File: config.mk
export PLATFORM = sky130hd
export DESIGN_NAME = bitmap_glyph_pixel_emitter
export DESIGN_NICKNAME = d
export VERILOG_FILES = /design/src/hdl/bgpe_pkg.sv /design/src/hdl/bgpe_front.sv /design/src/hdl/bgpe_cmd_queue.sv /design/src/hdl/bgpe_back.sv /design/src/hdl/bitmap_glyph_pixel_emitter.sv
export SDC_FILE = /design/constraint.sdc
export NUM_CORES = 1
export LEC_CHECK = 0
export BUFFER_PORTS_ARGS = -buffer_cell sky130_fd_sc_hd__buf_2
export CAP_MARGIN = 15
export CORE_MARGIN = 4
export CORE_UTILIZATION = 55
export CTS_BUF_LIST = sky130_fd_sc_hd__clkbuf_4 sky130_fd_sc_hd__clkbuf_8
export CTS_CLUSTER_DIAMETER = 120
export DETAILED_ROUTE_END_ITERATION = 8
export PLACE_DENSITY = 0.73
export SYNTH_ARGS = -nofsm -noshare
export SYNTH_HDL_FRONTEND = slang
export SYNTH_SLANG_ARGS = --single-unit
File: constraint.sdc
create_clock -name clk -period 7 [get_ports clk]
set_clock_uncertainty 0.15 [all_clocks]
set_input_delay 0.35 -clock clk [delete_from_list [all_inputs] [get_ports clk]]
set_output_delay 0.35 -clock clk [all_outputs]
set_load 0.005 [all_outputs]
File: src/hdl/bgpe_pkg.sv
// ----------------------------------------------------------------------------
// bgpe_pkg
// Shared types, codes and constants of the glyph pixel emitter.
// ----------------------------------------------------------------------------
package bgpe_pkg;

	// item codes
	localparam logic CMD_START = 1'b0;
	localparam logic CMD_BYTE  = 1'b1;

	// register indexes
	localparam logic REG_SCREEN_WIDTH  = 1'b0;
	localparam logic REG_SCREEN_HEIGHT = 1'b1;

	localparam logic [10:0] SCREEN_WIDTH_RST  = 11'd384;
	localparam logic [10:0] SCREEN_HEIGHT_RST = 11'd216;
	localparam logic [10:0] COORD_LIMIT       = 11'd1024;

	// command queue between front and back
	localparam int QDepth = 4;
	localparam int QAw    = $clog2(QDepth);

	typedef logic signed [17:0] coord_t;

	// one classified item in the command queue
	typedef struct packed {
		logic        is_byte;
		coord_t      col;
		coord_t      row;
		logic [7:0]  width;
		logic [7:0]  rows;
		logic [15:0] color;
		logic [7:0]  data;
	} op_t;

	// one pixel write
	typedef struct packed {
		logic [9:0]  x;
		logic [9:0]  y;
		logic [15:0] color;
		logic        last;
	} pix_t;

	// visible area, already clamped to the coordinate range
	typedef struct packed {
		logic [10:0] wlim;
		logic [10:0] hlim;
	} limits_t;

	function automatic logic [10:0] clamp_limit(input logic [10:0] reg_val);
		clamp_limit = (reg_val > COORD_LIMIT) ? COORD_LIMIT : reg_val;
	endfunction

endpackage

File: src/hdl/bgpe_front.sv
// ----------------------------------------------------------------------------
// bgpe_front
// Input side: accepts items, works out the glyph origin for start items and
// writes one classified entry per item into the command queue.
// ----------------------------------------------------------------------------
module bgpe_front
	import bgpe_pkg::*;
(
	input  logic        push,
	output logic        full,
	input  logic        cmd,
	input  logic [15:0] pen_x,
	input  logic [15:0] pen_y,
	input  logic [7:0]  glyph_cols,
	input  logic [7:0]  glyph_height,
	input  logic [7:0]  offset_x,
	input  logic [7:0]  offset_y,
	input  logic [7:0]  line_advance,
	input  logic [15:0] ink_color,
	input  logic [7:0]  bitmap_byte,
	input  logic        q_full,
	output logic        q_wr,
	output op_t         q_wdata
);

	coord_t col_sum;
	coord_t row_sum;

	// origin column and row, sign extended to the coordinate width
	assign col_sum = {{2{pen_x[15]}}, pen_x} + {{10{offset_x[7]}}, offset_x};
	assign row_sum = {{2{pen_y[15]}}, pen_y} + {{10{offset_y[7]}}, offset_y}
		+ {10'b0, line_advance};

	assign full = q_full;
	assign q_wr = push && !q_full;

	// a zero-width glyph has no rows to walk
	always_comb begin
		q_wdata.is_byte = (cmd == CMD_BYTE);
		q_wdata.col     = col_sum;
		q_wdata.row     = row_sum;
		q_wdata.width   = glyph_cols;
		q_wdata.rows    = (glyph_cols == 8'd0) ? 8'd0 : glyph_height;
		q_wdata.color   = ink_color;
		q_wdata.data    = bitmap_byte;
	end

endmodule

File: src/hdl/bgpe_cmd_queue.sv
// ----------------------------------------------------------------------------
// bgpe_cmd_queue
// Small FIFO of classified items between the front and the back.
// ----------------------------------------------------------------------------
module bgpe_cmd_queue
	import bgpe_pkg::*;
(
	input  logic   clk,
	input  logic   arst_n,
	input  logic   wr_en,
	input  op_t    wr_data,
	output logic   q_full,
	input  logic   rd_en,
	output op_t    rd_data,
	output logic   q_empty
);

	op_t            mem_q [QDepth];
	logic [QAw-1:0] wr_ptr_q;
	logic [QAw-1:0] rd_ptr_q;
	logic [QAw:0]   cnt_q;

	assign q_full  = (cnt_q == (QAw+1)'(QDepth));
	assign q_empty = (cnt_q == '0);
	assign rd_data = mem_q[rd_ptr_q];

	// storage
	always_ff @(posedge clk) begin
		if (wr_en) begin
			mem_q[wr_ptr_q] <= wr_data;
		end
	end

	// pointers and fill count
	always_ff @(posedge clk or negedge arst_n) begin
		if (!arst_n) begin
			wr_ptr_q <= '0;
			rd_ptr_q <= '0;
			cnt_q    <= '0;
		end else begin
			if (wr_en) begin
				wr_ptr_q <= wr_ptr_q + 1'b1;
			end
			if (rd_en) begin
				rd_ptr_q <= rd_ptr_q + 1'b1;
			end
			if (wr_en && !rd_en) begin
				cnt_q <= cnt_q + 1'b1;
			end else if (rd_en && !wr_en) begin
				cnt_q <= cnt_q - 1'b1;
			end
		end
	end

endmodule

File: src/hdl/bgpe_back.sv
// ----------------------------------------------------------------------------
// bgpe_back
// Bit walker: takes items from the command queue, steps one bitmap bit per
// cycle while the output buffer has space, clips against the screen, queues
// pixel writes; one pixel is held back so a byte's final write can be marked.
// ----------------------------------------------------------------------------
module bgpe_back
	import bgpe_pkg::*;
(
	input  logic        clk,
	input  logic        arst_n,
	input  limits_t     lim,
	input  op_t         q_rdata,
	input  logic        q_empty,
	output logic        q_rd,
	output logic        empty,
	input  logic        pop,
	output logic [9:0]  pixel_x,
	output logic [9:0]  pixel_y,
	output logic [15:0] pixel_color,
	output logic        last
);

	// glyph walk state
	coord_t      origin_q;
	coord_t      row_q;
	logic [7:0]  col_q;
	logic [7:0]  rows_left_q;
	logic [7:0]  width_q;
	logic [15:0] color_q;

	// current byte
	logic        busy_q;
	logic        flush_q;
	logic [7:0]  byte_q;
	logic [2:0]  bit_cnt_q;

	// held-back pixel
	logic        pend_v_q;
	pix_t        pend_q;

	// output buffer, two entries
	pix_t        obuf_q [2];
	logic        owr_q;
	logic        ord_q;
	logic [1:0]  ocnt_q;

	logic        out_space;
	logic        step;
	logic        flush_go;
	logic        live;
	coord_t      px;
	logic        in_x;
	logic        in_y;
	logic        vis;
	logic [8:0]  col_next;
	logic        wrap;
	logic        final_bit;
	logic        need_flush;
	logic        take;
	logic        push;
	pix_t        push_data;
	pix_t        new_pix;
	logic        pop_go;

	assign out_space = (ocnt_q != 2'd2);
	assign step      = busy_q && out_space;
	assign flush_go  = flush_q && out_space;
	assign live      = (rows_left_q != 8'd0);

	// clip the current bit against the visible area
	assign px   = origin_q + $signed({10'b0, col_q});
	assign in_x = !px[17] && (px[16:0] < {6'b0, lim.wlim});
	assign in_y = !row_q[17] && (row_q[16:0] < {6'b0, lim.hlim});
	assign vis  = live && byte_q[7] && in_x && in_y;

	// end of row, end of byte
	assign col_next   = {1'b0, col_q} + 9'd1;
	assign wrap       = (col_next >= {1'b0, width_q});
	assign final_bit  = (bit_cnt_q == 3'd7) || !live || ((rows_left_q == 8'd1) && wrap);
	assign need_flush = pend_v_q && vis && final_bit;

	assign take = !q_empty && ((!busy_q && !flush_q) || (step && final_bit && !need_flush));
	assign q_rd = take;

	always_comb begin
		new_pix.x     = px[9:0];
		new_pix.y     = row_q[9:0];
		new_pix.color = color_q;
		new_pix.last  = 1'b0;
	end

	// pixel write selection: at most one per cycle
	always_comb begin
		push      = 1'b0;
		push_data = pend_q;
		if (flush_go) begin
			push           = 1'b1;
			push_data.last = 1'b1;
		end else if (step) begin
			if (pend_v_q && (vis || final_bit)) begin
				push           = 1'b1;
				push_data.last = !vis;
			end else if (!pend_v_q && vis && final_bit) begin
				push           = 1'b1;
				push_data      = new_pix;
				push_data.last = 1'b1;
			end
		end
	end

	// walker and byte control
	always_ff @(posedge clk or negedge arst_n) begin
		if (!arst_n) begin
			busy_q      <= 1'b0;
			flush_q     <= 1'b0;
			pend_v_q    <= 1'b0;
			bit_cnt_q   <= '0;
			rows_left_q <= '0;
			width_q     <= '0;
			col_q       <= '0;
			origin_q    <= '0;
			row_q       <= '0;
			color_q     <= '0;
			byte_q      <= '0;
			pend_q      <= '0;
		end else begin
			if (flush_go) begin
				flush_q  <= 1'b0;
				pend_v_q <= 1'b0;
			end
			if (step) begin
				if (live) begin
					if (wrap) begin
						col_q       <= '0;
						row_q       <= row_q + 18'sd1;
						rows_left_q <= rows_left_q - 8'd1;
					end else begin
						col_q <= col_next[7:0];
					end
				end
				byte_q    <= {byte_q[6:0], 1'b0};
				bit_cnt_q <= bit_cnt_q + 3'd1;
				if (final_bit) begin
					busy_q   <= 1'b0;
					flush_q  <= need_flush;
					pend_v_q <= need_flush;
					if (need_flush) begin
						pend_q <= new_pix;
					end
				end else if (vis) begin
					pend_v_q <= 1'b1;
					pend_q   <= new_pix;
				end
			end
			// next item from the queue; a start item reloads the whole walk
			if (take) begin
				if (q_rdata.is_byte) begin
					busy_q    <= 1'b1;
					byte_q    <= q_rdata.data;
					bit_cnt_q <= '0;
				end else begin
					origin_q    <= q_rdata.col;
					row_q       <= q_rdata.row;
					width_q     <= q_rdata.width;
					rows_left_q <= q_rdata.rows;
					col_q       <= '0;
					color_q     <= q_rdata.color;
				end
			end
		end
	end

	// output buffer
	assign pop_go = pop && (ocnt_q != 2'd0);
	assign empty  = (ocnt_q == 2'd0);

	always_ff @(posedge clk) begin
		if (push) begin
			obuf_q[owr_q] <= push_data;
		end
	end

	always_ff @(posedge clk or negedge arst_n) begin
		if (!arst_n) begin
			owr_q  <= 1'b0;
			ord_q  <= 1'b0;
			ocnt_q <= 2'd0;
		end else begin
			if (push) begin
				owr_q <= !owr_q;
			end
			if (pop_go) begin
				ord_q <= !ord_q;
			end
			if (push && !pop_go) begin
				ocnt_q <= ocnt_q + 2'd1;
			end else if (pop_go && !push) begin
				ocnt_q <= ocnt_q - 2'd1;
			end
		end
	end

	assign pixel_x     = obuf_q[ord_q].x;
	assign pixel_y     = obuf_q[ord_q].y;
	assign pixel_color = obuf_q[ord_q].color;
	assign last        = obuf_q[ord_q].last;

endmodule

File: src/hdl/bitmap_glyph_pixel_emitter.sv
// ----------------------------------------------------------------------------
// bitmap_glyph_pixel_emitter
// Glyph blitter: turns a start item and packed bitmap bytes into clipped
// pixel writes.
// ----------------------------------------------------------------------------
// A start item emits nothing. A bitmap byte is walked one bit per cycle
// while the output buffer has space, stopping early when the glyph runs out
// of rows inside the byte, plus a flush step when both of the byte's final
// walked bit and an earlier bit produce a pixel. Items enter a four-entry
// queue, so input accepts continue while the walker is busy, and results
// leave through a two-entry buffer at one per cycle. Screen registers are
// clamped to 1024 and should be written only while the block is idle.
// ----------------------------------------------------------------------------
module bitmap_glyph_pixel_emitter
	import bgpe_pkg::*;
(
	input  logic        clk,
	input  logic        arst_n,
	// configuration
	input  logic        cfg_valid,
	output logic        cfg_ready,
	input  logic        cfg_index,
	input  logic [10:0] cfg_data,
	// items in
	input  logic        push,
	output logic        full,
	input  logic        cmd,
	input  logic [15:0] pen_x,
	input  logic [15:0] pen_y,
	input  logic [7:0]  glyph_cols,
	input  logic [7:0]  glyph_height,
	input  logic [7:0]  offset_x,
	input  logic [7:0]  offset_y,
	input  logic [7:0]  line_advance,
	input  logic [15:0] ink_color,
	input  logic [7:0]  bitmap_byte,
	// pixel writes out
	output logic        empty,
	input  logic        pop,
	output logic [9:0]  pixel_x,
	output logic [9:0]  pixel_y,
	output logic [15:0] pixel_color,
	output logic        last
);

	logic [10:0] screen_width_q;
	logic [10:0] screen_height_q;
	limits_t     lim;
	logic        q_full;
	logic        q_wr;
	op_t         q_wdata;
	logic        q_rd;
	op_t         q_rdata;
	logic        q_empty;

	// configuration registers
	assign cfg_ready = 1'b1;

	always_ff @(posedge clk or negedge arst_n) begin
		if (!arst_n) begin
			screen_width_q  <= SCREEN_WIDTH_RST;
			screen_height_q <= SCREEN_HEIGHT_RST;
		end else if (cfg_valid && cfg_ready) begin
			case (cfg_index)
				REG_SCREEN_WIDTH:  screen_width_q  <= cfg_data;
				REG_SCREEN_HEIGHT: screen_height_q <= cfg_data;
				default: ;
			endcase
		end
	end

	assign lim = {clamp_limit(screen_width_q), clamp_limit(screen_height_q)};

	bgpe_front u_front (
		.push         (push),
		.full         (full),
		.cmd          (cmd),
		.pen_x        (pen_x),
		.pen_y        (pen_y),
		.glyph_cols   (glyph_cols),
		.glyph_height (glyph_height),
		.offset_x     (offset_x),
		.offset_y     (offset_y),
		.line_advance (line_advance),
		.ink_color    (ink_color),
		.bitmap_byte  (bitmap_byte),
		.q_full       (q_full),
		.q_wr         (q_wr),
		.q_wdata      (q_wdata)
	);

	bgpe_cmd_queue u_queue (
		.clk     (clk),
		.arst_n  (arst_n),
		.wr_en   (q_wr),
		.wr_data (q_wdata),
		.q_full  (q_full),
		.rd_en   (q_rd),
		.rd_data (q_rdata),
		.q_empty (q_empty)
	);

	bgpe_back u_back (
		.clk         (clk),
		.arst_n      (arst_n),
		.lim         (lim),
		.q_rdata     (q_rdata),
		.q_empty     (q_empty),
		.q_rd        (q_rd),
		.empty       (empty),
		.pop         (pop),
		.pixel_x     (pixel_x),
		.pixel_y     (pixel_y),
		.pixel_color (pixel_color),
		.last        (last)
	);

endmodule
# ---- Word-level counts from Yosys, hierarchy flattened
# Memory sizes are Yosys's and may differ from the RTL's.
# Index checks and enable logic that the tools add are counted.
dict set report op_classes {
  n_reduce_logical 55
  order_cmp 5
  n_addsub 14
  n_mux 56
  bitwise_logic 2
  n_eq_ne 5
}
# cell n
set ops {}
lappend ops {{two-way mux 37 bit} 5}
lappend ops {{two-way mux 8 bit} 14}
lappend ops {{two-way mux 18 bit} 5}
lappend ops {{two-way mux 36 bit} 2}
lappend ops {{adder 16 x 8 -> 17 bit} 2}
lappend ops {{< comparator 17 x 11 -> 1 bit} 2}
lappend ops {{logical AND 1 bit} 23}
lappend ops {{> comparator 11 bit, second input constant} 2}
lappend ops {{two-way mux 11 bit} 2}
lappend ops {{two-way mux 1 bit} 21}
lappend ops {{adder 18 x 2 -> 18 bit, second input constant} 1}
lappend ops {{adder 18 x 8 -> 18 bit} 1}
lappend ops {{adder 18 x 9 -> 18 bit} 1}
lappend ops {{zero test 1 bit} 16}
lappend ops {{two-way mux 3 bit} 5}
lappend ops {{adder 8 x 1 -> 9 bit, second input constant} 1}
lappend ops {{greater-or-equal comparator 9 x 8 -> 1 bit} 1}
lappend ops {{== test 8 x 1 -> 1 bit, second input constant} 1}
lappend ops {{zero test 8 bit} 1}
lappend ops {{nonzero test 2 bit} 4}
lappend ops {{nonzero test 8 bit} 1}
lappend ops {{subtractor 8 x 1 -> 8 bit, second input constant} 1}
lappend ops {{adder 2 x 1 -> 2 bit, second input constant} 3}
lappend ops {{adder 3 x 1 -> 3 bit, second input constant} 2}
lappend ops {{other kinds (11)} 20}
dict set report totals {
  in_bits 114
  output_inout_bits 40
  elab_cells 162
  n_memories 2
  ramBits 382
  register_bits 160
}
# memory words word_bits read_ports rd_clocked_by_memory_dff write_ports line
set mem_list {}
lappend mem_list {u_queue.mem_q 4 77 1 0 1 bgpe_cmd_queue.sv:18} ;# op_t mem_q [QDepth];
lappend mem_list {u_back.obuf_q 2 37 1 0 1 bgpe_back.sv:43} ;# pix_t obuf_q [2];

# ---- Depth between registers and ports, before layout
# Gate-level depths: netlist (run 1).
dict set report depth {
  word_depth 16
  mapped_depth 23
  ltp_nobuf 23
}

# ---- By module
# A second synthesis (run 1) with hierarchy kept.
dict set report hier_totals {
  hier_cells 1583
  area_unflattened_um2 25104.1
}
# module cells_per_inst area_per_inst_um2 instances
set by_module_without_submodules {}
lappend by_module_without_submodules {bgpe_cmd_queue 437 11504.8 1}
lappend by_module_without_submodules {bgpe_back 793 10413.7 1}
lappend by_module_without_submodules {bgpe_front 279 2150.8 1}
lappend by_module_without_submodules {bitmap_glyph_pixel_emitter 74 1034.7 1}

# ---- Worst setup path before layout (run 1)
# No wires, ideal clock.
dict set report synth_timing {
  kind {flip-flop to flip-flop}
  startpoint {register u_back.col_q[0]}
  endpoint {memory u_back.obuf_q[0][0] (netlist name) (enable)}
  arrival_time_ns 4.484
  slack_ns 1.968
  path_stages_with_launch 20
  synth_period_minus_slack_ns 5.032
  cell_sequence {dfrtp_1 -> ha_1 -> inv_1 -> fa_1 -> nor2b_1 -> o2111ai_1 -> nand4b_1 -> nand2_1 -> nor2_1 -> xor2_1 -> ha_1 -> nor4b_1 -> nand2_1 -> nor3_1 -> nand4_1 -> nand4bb_1 -> a2111oi_0 -> or3_1 -> clkbuf_1 -> and2_1}
}
dict set report synth_via {
  elab_chain_cells 13
}
# item line
set synth_rtl {}
lappend synth_rtl {{from (decl)} bgpe_back.sv:27} ;# logic [7:0] col_q;
lappend synth_rtl {{from (signal assigned)} bgpe_back.sv:139} ;# col_q <= col_next[7:0];
lappend synth_rtl {{adder 18 x 9 -> 18 bit} bgpe_back.sv:72} ;# assign px = origin_q + $signed({10'b0, col_q});
lappend synth_rtl {{< comparator 17 x 11 -> 1 bit or zero test 1 bit (tied branches)} bgpe_back.sv:73} ;# assign in_x = !px[17] && (px[16:0] < {6'b0, lim.wlim});
lappend synth_rtl {{logical AND 1 bit} bgpe_back.sv:73}
lappend synth_rtl {{logical AND 1 bit (2 in series)} bgpe_back.sv:75} ;# assign vis = live && byte_q[7] && in_x && in_y;
lappend synth_rtl {{logical AND 1 bit (2 in series)} bgpe_back.sv:104} ;# end else if (!pend_v_q && vis && final_bit) begin
lappend synth_rtl {{two-way mux 1 bit} bgpe_back.sv:104}
lappend synth_rtl {{two-way mux 1 bit *} bgpe_back.sv:101} ;# if (pend_v_q && (vis || final_bit)) begin
lappend synth_rtl {{two-way mux 1 bit *} bgpe_back.sv:100} ;# end else if (step) begin
lappend synth_rtl {{two-way mux 1 bit *} bgpe_back.sv:97} ;# if (flush_go) begin
lappend synth_rtl {{net u_back.push} bgpe_back.sv:61} ;# logic push;
lappend synth_rtl {{two-way mux 1 bit *} bgpe_back.sv:179} ;# if (push) begin
lappend synth_rtl {{two-way mux 1 bit (implied by the code) *} bgpe_back.sv:180} ;# obuf_q[owr_q] <= push_data;
lappend synth_rtl {{to (decl)} bgpe_back.sv:43}
# The timed path passes the listed nets; every way through them passes the cells marked *.

==> impl_metrics.py, run 1 <==
metrics = {
    "status": {
        "status": "finished clean",
    },
    "sta": {
        "setup_viol": 0,
        "hold_viol": 0,
        "worst_pin_slew_ns": 1.078,
        "max_freq_ghz": 0.1788,
        "final.setup.tns_ns": 0,
        "relSlewSlack_pct": 28.01,
        "min_period_over_period_pct": 79.89,
        "rsz0062_at_grt": "false",
        "maxSlewViolCount": 0,
        "period_needed_ns": 5.593,
        "fin_ws_ns": 1.407,
    },
    "floorplan": {
        "core_um2": 44120,
        "die_h_um": 219.1,
        "die_area_um2": 48020,
        "ios": 154,
        "die_w_um": 219.1,
        "initial_core_util_pct": 55.56,
        "rows": 77,
    },
    "final_layout": {
        "regArea_um2": 15320,
        "utilization_pct": 63.83,
        "multi_input_area_um2": 8808,
        "finalNetCount": 2037,
        "drive_gt1_share_pct": 27.29,
        "nFillCells": 3290,
        "syn_to_final_growth_pct": 14.89,
        "fin_cells": 2492,
    },
    "route": {
        "routed-via-count": 14212,
        "drt-pass1-iter-count": 6,
        "drtAntennaViolNets": 0,
        "dr.first_iter.drc_count": 950,
        "drcViolationCount": 0,
        "vias_per_cell": 5.703,
        "wl_per_cell_um": 19.79,
        "wl_um": 49320,
    },
    "placement": {
        "portBuffers": 152,
        "gp_congestion": 0.8866,
        "dp_hpwl_um": 32430,
        "dp_cells": 2279,
        "pre_cts_ws_ns": 1.454,
    },
    "worst_setup_path": {
        "start_kind": "flop",
        "endpoint_kind": "flop",
        "crit_fanout": 36,
        "required_ns": 7.21,
        "crit_type": "reg -> reg",
        "critPathSlowestCell": "or4_4",
        "cp_cell_sequence": "ha_1 > inv_1 > fa_1 > nor2b_1 > o31a_1 > o31a_1 > a31oi_1 > ha_1 > a21o_1 > a21o_1 > a211oi_1 > o2bb2ai_1 > or4_4 > a2111oi_4 > nor4b_4 > buf_4 > mux2_1",
        "critPathMaxStageDelay_ns": 0.54,
        "arrival_ns": 5.80,
        "crit_buf_inv": 2,
        "critPathTopFamily": "compound AO/OA/AOI/OAI gates",
    },
    "power_and_ir_drop": {
        "power_leakage_nw": 10.63,
        "powerDensity_nw_per_um2": 363.4,
        "finalPower_mw": 10.23,
        "swShare_pct": 31.66,
        "clkPwrFrac_pct": 25.6,
        "pwr-share-seq_pct": 46.1,
        "ir_drop_uv": 220.9,
        "p_comb_share_pct": 28.3,
        "internal_power_mw": 6.995,
        "power.switching_mw": 3.240,
    },
    "synthesis": {
        "syn_area_per_cell_um2": 15.56,
        "synth_edf_count": 378,
        "async_flop_share_pct": 29.48,
        "synth_top_area_cell": "edfxtp_1",
        "ys_ff_latch": 536,
        "synth_cell_types": 76,
        "synth_area_leaders": "edfxtp_1 46%, dfrtp_1 16%, mux4_2 7.0%",
        "syn_inst": 1576,
        "synth-seq-area-share_pct": 62.46,
        "yosysMostFrequentCell": "edfxtp_1",
        "synthesis.area_um2": 24520,
        "synth_nets": 1784,
        "yosys_warnings": 0,
        "synth_common_cells": "378 x edfxtp_1, 152 x dfrtp_1, 107 x mux2_1, 98 x mux2_2, 93 x nand2_1",
        "synth.top_cell.area_share_pct": 46.30,
        "synth_flop_cell": "edfxtp_1",
    },
    "hold_path": {
        "hold_path.class": "in -> reg",
    },
    "global_routing": {
        "grt_pass1_wl_um": 78960,
        "grt_max_degree": 102,
        "antenna_found_initial": 2,
        "grt_pass1_vias": 14876,
        "grt_overflow": 0,
        "grt.total_usage_pct": 20.96,
    },
    "clock_tree": {
        "clk_latency_ns": 0.64,
        "ctsResizeCount": 0,
        "cts_setup_buffers": 0,
        "cts_buffers": 82,
        "clock-root-buffer": "clkbuf_8",
        "cts_tree": "built",
        "clock_sinks": 536,
        "cts.clk_slew.worst_paths_ns": 0.06,
        "htreeDepth": 3,
        "clockBufferDepth": 3,
        "cts_hold_buf": 57,
    },
    "job": {
        "drv_cap": 0,
    },
}
-- layout by cell type, fill, tap and decap left out, types with 6 or more instances in the layout --
cell | synthesis | final
mux2_2 | 98 | 98
and3_1 | 11 | 11
edfxtp_1 | 378 | 378
nand2b_1 | 9 | 9
mux4_2 | 76 | 76
o211ai_1 | 8 | 8
ha_1 | 89 | 89
nand4_1 | 17 | 17
or3_1 | 6 | 6
o21a_1 | 13 | 13
xor2_1 | 24 | 24
nor2b_1 | 12 | 12
xnor2_1 | 49 | 49
a21o_1 | 12 | 12
a31oi_1 | 8 | 8
clkinv_2 | 0 | 6
dlygate4sd3_1 | 0 | 57
nor3b_1 | 6 | 6
dfstp_2 | 6 | 6
o21ai_0 | 37 | 37
a21oi_1 | 40 | 40
a211oi_1 | 11 | 11
buf_2 | 9 | 151
dfrtp_1 | 152 | 149
buf_4 | 2 | 15
nand3_1 | 25 | 25
inv_1 | 35 | 35
nor3_1 | 19 | 18
clkbuf_4 | 0 | 43
mux2_1 | 107 | 107
nand2_1 | 93 | 93
clkinv_1 | 1 | 6
nor2_1 | 64 | 64
and2_1 | 18 | 12
clkbuf_8 | 0 | 94
-- sequential cells by signal (all words and copies together) (netlist names), 2 cells and up --
name / flops
u_queue.cnt_q: 3
u_back.color_q: 16
u_back.obuf_q: 74
u_back.col_q: 8
u_back.row_q: 18
u_back.pend_q: 36
u_back.rows_left_q: 8
u_back.origin_q: 17
u_back.ocnt_q: 2
u_back.byte_q: 8
u_back.width_q: 8
u_queue.wr_ptr_q: 2
u_queue.mem_q: 304
u_back.bit_cnt_q: 3
screen_width_q: 11
screen_height_q: 11
u_queue.rd_ptr_q: 2
-- worst paths after layout --
kind / start / to / slack, ns / cells after the start
worst max-delay path: u_back.col_q[0] / u_back.obuf_q[0][15] / 1.41 / 17
worst min-delay path: line_advance[1] / u_queue.mem_q[0][41] / 0.06 / 2
worst max register to register: u_back.col_q[0] / u_back.obuf_q[0][15] / 1.41 / 17
worst min register to register: u_back.origin_q[2] / u_back.origin_q[2] / 0.34 / 1
max in group asynchronous: arst_n / u_back.pend_q[4] / 5.02 / 3
min in group asynchronous: arst_n / u_back.color_q[14] / 0.24 / 2
-- kinds of logic (layout without fill, tap and decap cells) --
group / after synthesis / in the layout / share of synthesized area (%)
AO/OA/AOI/OAI: 182 / 182 / 5.165
buffers and inverters: 91 / 413 / 1.745
XOR/XNOR: 73 / 73 / 2.608
AND/OR/NAND/NOR: 314 / 314 / 6.497
multiplexers: 285 / 285 / 16.56
other: 1 / 3 / 0.01530
adder cells (fa/ha/maj): 94 / 94 / 4.951
flip-flops: 536 / 536 / 62.46
-- power groups by stage --
stage               sequential, mW  clock (mW)  combinational (mW)
global route                  4.80        2.83                3.23
floorplan                     4.49           0                2.29
detailed placement            4.79           0                2.89
finish                        4.71        2.62                2.90
global placement              4.73           0                2.80
CTS                           4.72        2.68                2.94
-- metal layers --
metal | vias to the layer above | GRT usage, % | routed length (µm)
met4 | 2 | 5.561 | 1014
met5 | - | 0 | 13
li1 | 6606 | - | -
met1 | 7224 | 28.95 | 22070
met3 | 78 | 3.766 | 1975
met2 | 302 | 34.88 | 24250
-- stage by stage --
step,hold slack (ns),cell area (µm²)
global route,0.04435,28160
global placement,0.3240,25880
CTS,0.003398,28150
finish,0.06362,28170
floorplan,-0.09559,24520
detailed placement,0.3287,25880
-- worst register-to-register path: cells and delay by family, from the launching register on --
kind / cells / cell delay, ns
AOI/OAI and AO/OA: 8 / 2.03
adders and majority gates: 3 / 0.80
buffers and inverters: 2 / 0.59
DFF: 1 / 0.45
muxes: 1 / 0.42
and+or+nand+nor: 3 / 0.89
-- area by class of cell --
class,instances,share of cell area (%)
well taps,592,2.630
inverters,36,0.4797
flip-flops and latches,536,54.39
multi-input cells,949,31.27
clock buffers,137,5.739
diodes,2,0.01777
clock inverters,16,0.3198
repair buffers,224,5.148
Note: power is estimated with default switching activity, not from simulation.
==> inputs of run 2 (changes only) <==
ABC_AREA = 1   (was not set)
PLACE_DENSITY = 0.76   (was 0.73)
clock period = 4.78 ns   (was 7 ns; I/O delays follow)
==> run 2 against run 1 <==
Against the previous run: sequential power grew 45%; flip-flop and latch count is the same; first-iteration DRC count grew 68%; sequential share of layout area shrank 3.3 points; clock power grew 55%.
==> impl_metrics.py, run 2 <==
metrics = {
    "status": {
        "status": "finished clean",
    },
    "floorplan": {
        "rows": 79,
        "die_h_um": 224.8,
        "die_w_um": 224.8,
        "core_um2": 46560,
        "ios": 154,
        "initial_core_util_pct": 55.54,
        "die_area_um2": 50550,
    },
    "route": {
        "drtAntennaViolNets": 0,
        "vias_per_cell": 5.510,
        "dr.first_iter.drc_count": 1597,
        "drcViolationCount": 0,
        "wl_um": 61480,
        "routed-via-count": 19714,
        "wl_per_cell_um": 17.18,
        "drt-pass1-iter-count": 5,
    },
    "sta": {
        "fin_ws_ns": 0.3550,
        "relSlewSlack_pct": 27.88,
        "final.setup.tns_ns": 0,
        "setup_viol": 0,
        "hold_viol": 0,
        "maxSlewViolCount": 0,
        "rsz0062_at_grt": "false",
        "worst_pin_slew_ns": 1.082,
        "period_needed_ns": 4.425,
        "max_freq_ghz": 0.2260,
        "min_period_over_period_pct": 92.57,
    },
    "worst_setup_path": {
        "rr_startpoint": "u_back.col_q[0]",
        "crit_type": "reg -> reg",
        "required_ns": 5.18,
        "crit_fanout": 6,
        "endpoint_kind": "flop",
        "arrival_ns": 4.82,
        "crit_buf_inv": 3,
        "crit_start": "u_back.col_q[0]",
        "critPathMaxStageDelay_ns": 0.39,
        "start_kind": "flop",
        "critPathSlowestCell": "dfrtp_2",
        "critPathTopFamily": "simple AND/OR/NAND/NOR gates",
    },
    "hold_path": {
        "hold_path.class": "in -> reg",
        "hp-start": "line_advance[4]",
    },
    "synthesis": {
        "synth_edf_count": 378,
        "async_flop_share_pct": 29.48,
        "synth_nets": 2861,
        "syn_area_per_cell_um2": 9.746,
        "synth-seq-area-share_pct": 59.22,
        "synthesis.area_um2": 25860,
        "ys_ff_latch": 536,
        "synth_top_area_cell": "edfxtp_1",
        "synth_area_leaders": "edfxtp_1 44%, dfrtp_1 15%, nand2_1 9.8%",
        "yosys_warnings": 0,
        "synth_common_cells": "675 x nand2_1, 378 x edfxtp_1, 244 x nor2_1, 230 x o21ai_0, 207 x inv_1",
        "syn_inst": 2653,
        "synth.top_cell.area_share_pct": 43.90,
        "synth_flop_cell": "edfxtp_1",
        "synth_cell_types": 54,
        "yosysMostFrequentCell": "nand2_1",
    },
    "global_routing": {
        "grt.total_usage_pct": 24.25,
        "grt_overflow": 0,
        "grt_max_degree": 108,
        "grt_pass1_wl_um": 98670,
        "grt_pass1_vias": 19498,
        "antenna_found_initial": 4,
    },
    "power_and_ir_drop": {
        "ir_drop_uv": 430.6,
        "powerDensity_nw_per_um2": 590.9,
        "power_leakage_nw": 12.75,
    },
    "clock_tree": {
        "clock-root-buffer": "clkbuf_8",
        "clk_latency_ns": 0.68,
        "htreeDepth": 3,
        "clockBufferDepth": 3,
        "clock_sinks": 536,
        "cts_buffers": 88,
        "cts.clk_slew.worst_paths_ns": 0.07,
        "cts_tree": "built",
    },
    "job": {
        "drv_cap": 0,
    },
    "final_layout": {
        "largest_reg_flops": 304,
        "nFillCells": 3578,
        "finalNetCount": 3105,
        "design_area_um2": 29970,
        "final_common_cell": "nand2_1",
        "final_cell_mix": "672 x nand2_1, 378 x edfxtp_1, 239 x nor2_1, 230 x o21ai_0, 207 x inv_1",
        "syn_to_final_growth_pct": 15.90,
        "regMostFlops": "u_queue.mem_q",
        "drive_gt1_share_pct": 12.90,
        "reg_top3": "u_queue.mem_q (304), u_back.obuf_q (74), u_back.pend_q (36)",
        "utilization_pct": 64.37,
    },
    "placement": {
        "portBuffers": 152,
        "gp_congestion": 0.9133,
        "placed_cell_area_um2": 27220,
        "dp_hpwl_um": 40370,
        "pre_cts_ws_ns": 0.2750,
    },
}
[run 2: cells by family after synthesis]
family	synth area share (%)
AND/OR/NAND/NOR	18.23
other	0.01450
AO/OA/AOI/OAI	10.08
buffers and inverters	5.187
multiplexers	0.2371
XOR/XNOR	2.337
flip-flops	59.22
adder cells (fa/ha/maj)	4.694
[run 2: power by group]
part,total [mW],switching [mW],internal [mW]
Combinational,6.84,4.68,2.17
Clock,4.05,1.84,2.21
Sequential,6.81,0.602,6.21
[run 2: final cells by class]
type / instances / area, µm² / area share, %
inverter: 213 / 800.8 / 2.672
timing repair buffer: 271 / 1991 / 6.642
clock inverter: 43 / 309.0 / 1.031
multi-input combinational: 1787 / 9299 / 31.03
antenna: 2 / 5.005 / 0.01670
tap: 607 / 759.5 / 2.534
clock buffer: 119 / 1488 / 4.964
sequential: 536 / 15320 / 51.11
[run 2: path summary, 6_finish.rpt]
| kind | cells past startpoint | slack, ns | endpoint |
|---|---|---|---|
| min reg2reg | 2 | 0.32 | u_back.color_q[3] |
| max in group asynchronous | 4 | 3.15 | u_back.pend_q[21] |
| min in group asynchronous | 4 | 0.57 | u_back.width_q[3] |
| max | 27 | 0.35 | u_queue.cnt_q[2] |
| max reg2reg | 27 | 0.35 | u_queue.cnt_q[2] |
| min | 3 | 0.07 | u_queue.mem_q[3][44] |
[run 2: repair_timing]
item / 4_1_cts / 5_1_grt
endpoints found under the setup margin: 0 / 88
buffers inserted: 0 / 5
hold endpoints to repair: 319 / 0
gates resized for setup: 0 / 9
hold buffers: 82 / 0
[run 2: stage by stage]
step / power, mW / hold slack, ns / cells
after global placement: 13.31 / 0.1180 / 3326
final: 17.71 / 0.07139 / 3578
after detailed placement: 13.56 / 0.1224 / 3326
after CTS: 17.68 / 0.01080 / 3570
after floorplan: 11.46 / -0.2066 / 2653
after global routing: 18.99 / 0.06721 / 3578
[run 2: worst reg2reg max path, cell delays in order, from the launching register on]
cell     delay, ns
dfrtp_2       0.39
ha_1          0.17
inv_1         0.05
fa_1          0.35
inv_1         0.10
nand2_1       0.09
nand3_2       0.09
nand3_1       0.08
nand2_2       0.14
nand2_2       0.09
xor2_2        0.15
ha_1          0.29
nand2_1       0.06
nand3_1       0.08
a21oi_2       0.12
and3_1        0.17
nand3_1       0.09
nor3_2        0.24
nand3_2       0.15
nand3_4       0.10
nand2_4       0.07
nand2_4       0.08
ha_1          0.15
inv_1         0.07
fa_1          0.38
a21oi_1       0.14
o21ai_0       0.11
xor2_1        0.15
[run 2: per-layer routing]
metal	vias up	wire, µm	global-route usage (%)
met2	642	28900	39.28
met1	9411	26850	33.28
met4	4	1242	7.826
met3	91	4470	4.999
met5	-	15	0
li1	9566	-	-
==> inputs of run 3 (changes only) <==
CORE_MARGIN = 10   (was 4)
PLACE_DENSITY = 0.73   (was 0.76)
clock period = 4.61 ns   (was 4.78 ns; I/O delays follow)
==> run 3 against run 2 <==
Against the previous run: register-to-register slack worse by 0.12 ns; first-iteration DRC count up 0.38%; count of clock-buffer cells in the layout increased by 7; via count shrank 1.7%; clock power up 3%; routed wire length is 1.1% higher; critical path type unchanged.
==> impl_metrics.py, run 3 (synthesis results as in run 2) <==
metrics = {
    "status": {
        "status": "finished clean",
    },
    "sta": {
        "setup_viol": 0,
        "worst_pin_slew_ns": 0.8732,
        "fin_ws_ns": 0.2333,
        "hold_viol": 0,
        "final.setup.tns_ns": 0,
        "rsz0062_at_grt": "true",
        "relSlewSlack_pct": 41.79,
        "maxSlewViolCount": 0,
        "max_freq_ghz": 0.2285,
        "min_period_over_period_pct": 94.94,
        "period_needed_ns": 4.377,
    },
    "clock_tree": {
        "cts.clk_slew.worst_paths_ns": 0.06,
        "clock_sinks": 536,
        "cts_tree": "built",
        "clk_latency_ns": 0.68,
        "cts_buffers": 85,
        "clock-root-buffer": "clkbuf_8",
        "clockBufferDepth": 3,
        "htreeDepth": 3,
    },
    "floorplan": {
        "die_h_um": 236.8,
        "ios": 154,
        "core_um2": 46560,
        "die_w_um": 236.8,
        "rows": 79,
        "initial_core_util_pct": 55.54,
        "die_area_um2": 56090,
    },
    "worst_setup_path": {
        "required_ns": 5.01,
        "arrival_ns": 4.78,
        "endpoint_kind": "flop",
        "crit_type": "reg -> reg",
        "crit_fanout": 3,
        "start_kind": "flop",
    },
    "power_and_ir_drop": {
        "ir_drop_uv": 363.1,
        "finalPower_mw": 18.37,
        "power_leakage_nw": 12.65,
        "powerDensity_nw_per_um2": 615.7,
    },
    "placement": {
        "gp_congestion": 0.9013,
        "portBuffers": 152,
        "placed_cell_area_um2": 27210,
        "dp_hpwl_um": 40880,
        "pre_cts_ws_ns": 0.1541,
    },
    "global_routing": {
        "grt_pass1_vias": 19420,
        "grt_max_degree": 86,
        "grt_use_met1_pct": 29.40,
        "grt.total_usage_pct": 21.87,
        "antenna_found_initial": 2,
        "grt_pass1_wl_um": 100200,
        "use_met3_pct": 4.145,
        "grt_overflow": 0,
        "busiest_layer": "met2",
        "met2_usage_pct": 35.64,
    },
    "final_layout": {
        "regMostFlops": "u_queue.mem_q",
        "final_cell_mix": "672 x nand2_1, 378 x edfxtp_1, 239 x nor2_1, 227 x o21ai_0, 206 x inv_1",
        "design_area_um2": 29830,
        "drive_gt1_share_pct": 12.78,
        "syn_to_final_growth_pct": 15.36,
        "reg_top3": "u_queue.mem_q (304), u_back.obuf_q (74), u_back.pend_q (36)",
        "nFillCells": 3717,
        "largest_reg_flops": 304,
        "finalNetCount": 3089,
        "final_common_cell": "nand2_1",
    },
    "route": {
        "routed-via-count": 19370,
        "wl_per_cell_um": 17.46,
        "wl_um": 62140,
        "drcViolationCount": 0,
        "dr.first_iter.drc_count": 1603,
        "drtAntennaViolNets": 0,
        "drt-pass1-iter-count": 5,
        "vias_per_cell": 5.444,
    },
    "job": {
        "drv_cap": 0,
    },
    "hold_path": {
        "hold_path.class": "in -> async",
    },
}
[run 3: cell types whose count changed in the layout (fill, tap and decap cells not counted), moves of 2 or more]
cell | before | now
buf_4 | 29 | 23
o21ai_1 | 72 | 75
clkbuf_4 | 24 | 30
dlygate4sd3_1 | 81 | 74
clkinv_1 | 19 | 16
o21ai_0 | 230 | 227
nand3_2 | 5 | 7
clkinv_2 | 16 | 6
[run 3: worst paths after layout]
kind | from | end | slack [ns] | depth (start not counted)
max in group asynchronous | arst_n | screen_height_q[6] | 3.31 | 3
worst max register to register | u_back.origin_q[0] | u_queue.cnt_q[2] | 0.23 | 27
min in group clk | pen_x[10] | u_queue.mem_q[3][68] | 0.05 | 3
worst max-delay path | u_back.origin_q[0] | u_queue.cnt_q[2] | 0.23 | 27
worst min-delay path | arst_n | u_back.pend_q[9] | 0.03 | 2
worst min register to register | u_back.width_q[4] | u_back.width_q[4] | 0.33 | 2
[run 3: per-layer routing]
metal / routed length (µm) / up-vias
met5: 0 / -
met4: 772 / 0
met3: 3949 / 57
met2: 29160 / 569
met1: 28250 / 9216
li1: - / 9528
[run 3: final cells by class]
type                            count  area, µm²  area share [%]
Clock buffer                      126       1546           5.185
Multi-Input combinational cell   1787       9310           31.21
Sequential cell                   536      15320           51.35
Inverter                          213      800.8           2.685
Timing Repair Buffer              258       1859           6.233
Antenna cell                        2      5.005         0.01678
Tap cell                          607      759.5           2.546
Clock inverter                     29      231.5          0.7760
[run 3: where the power goes]
group | leakage, nW | switching, mW | internal, mW
sequential | 5.43 | 0.574 | 6.44
combinational | 6.30 | 4.92 | 2.25
clock | 0.929 | 1.86 | 2.33
[run 3: through the flow]
stage | cells | utilization (%) | hold slack [ns]
2_1_floorplan | 2653 | - | -0.2151
3_3_place_gp | 3324 | 58.44 | 0.1721
3_5_place_dp | 3324 | 58.44 | 0.1812
4_1_cts | 3553 | 63.85 | 0.001857
5_1_grt | 3558 | 64.07 | 0.05815
6_report | 3558 | 64.07 | 0.03195
[run 3: critical path, cell delays in order, from the launching register on]
cell     delay (ns)
dfrtp_1        0.36
ha_2           0.18
inv_1          0.05
fa_1           0.37
inv_2          0.08
nand2_1        0.08
nand3_2        0.12
nand3_2        0.10
nand2_4        0.11
nand2_2        0.08
xor2_2         0.16
ha_1           0.29
nand2_1        0.06
nand3_1        0.09
a21oi_2        0.14
and3_1         0.17
nand3_1        0.09
nor3_2         0.23
nand3_2        0.12
nand3_2        0.11
nand2_4        0.08
nand2_4        0.08
ha_1           0.16
inv_1          0.08
fa_2           0.35
a21oi_2        0.12
o21ai_1        0.08
xor2_1         0.15
[run 3: what timing repair did]
action / 4_1_cts / 5_1_grt
hold buffers: 74 / 0
endpoints found under the hold margin: 325 / 0
setup buffers: 0 / 2
endpoints found under the setup margin: 0 / 200
gates resized for setup: 0 / 17
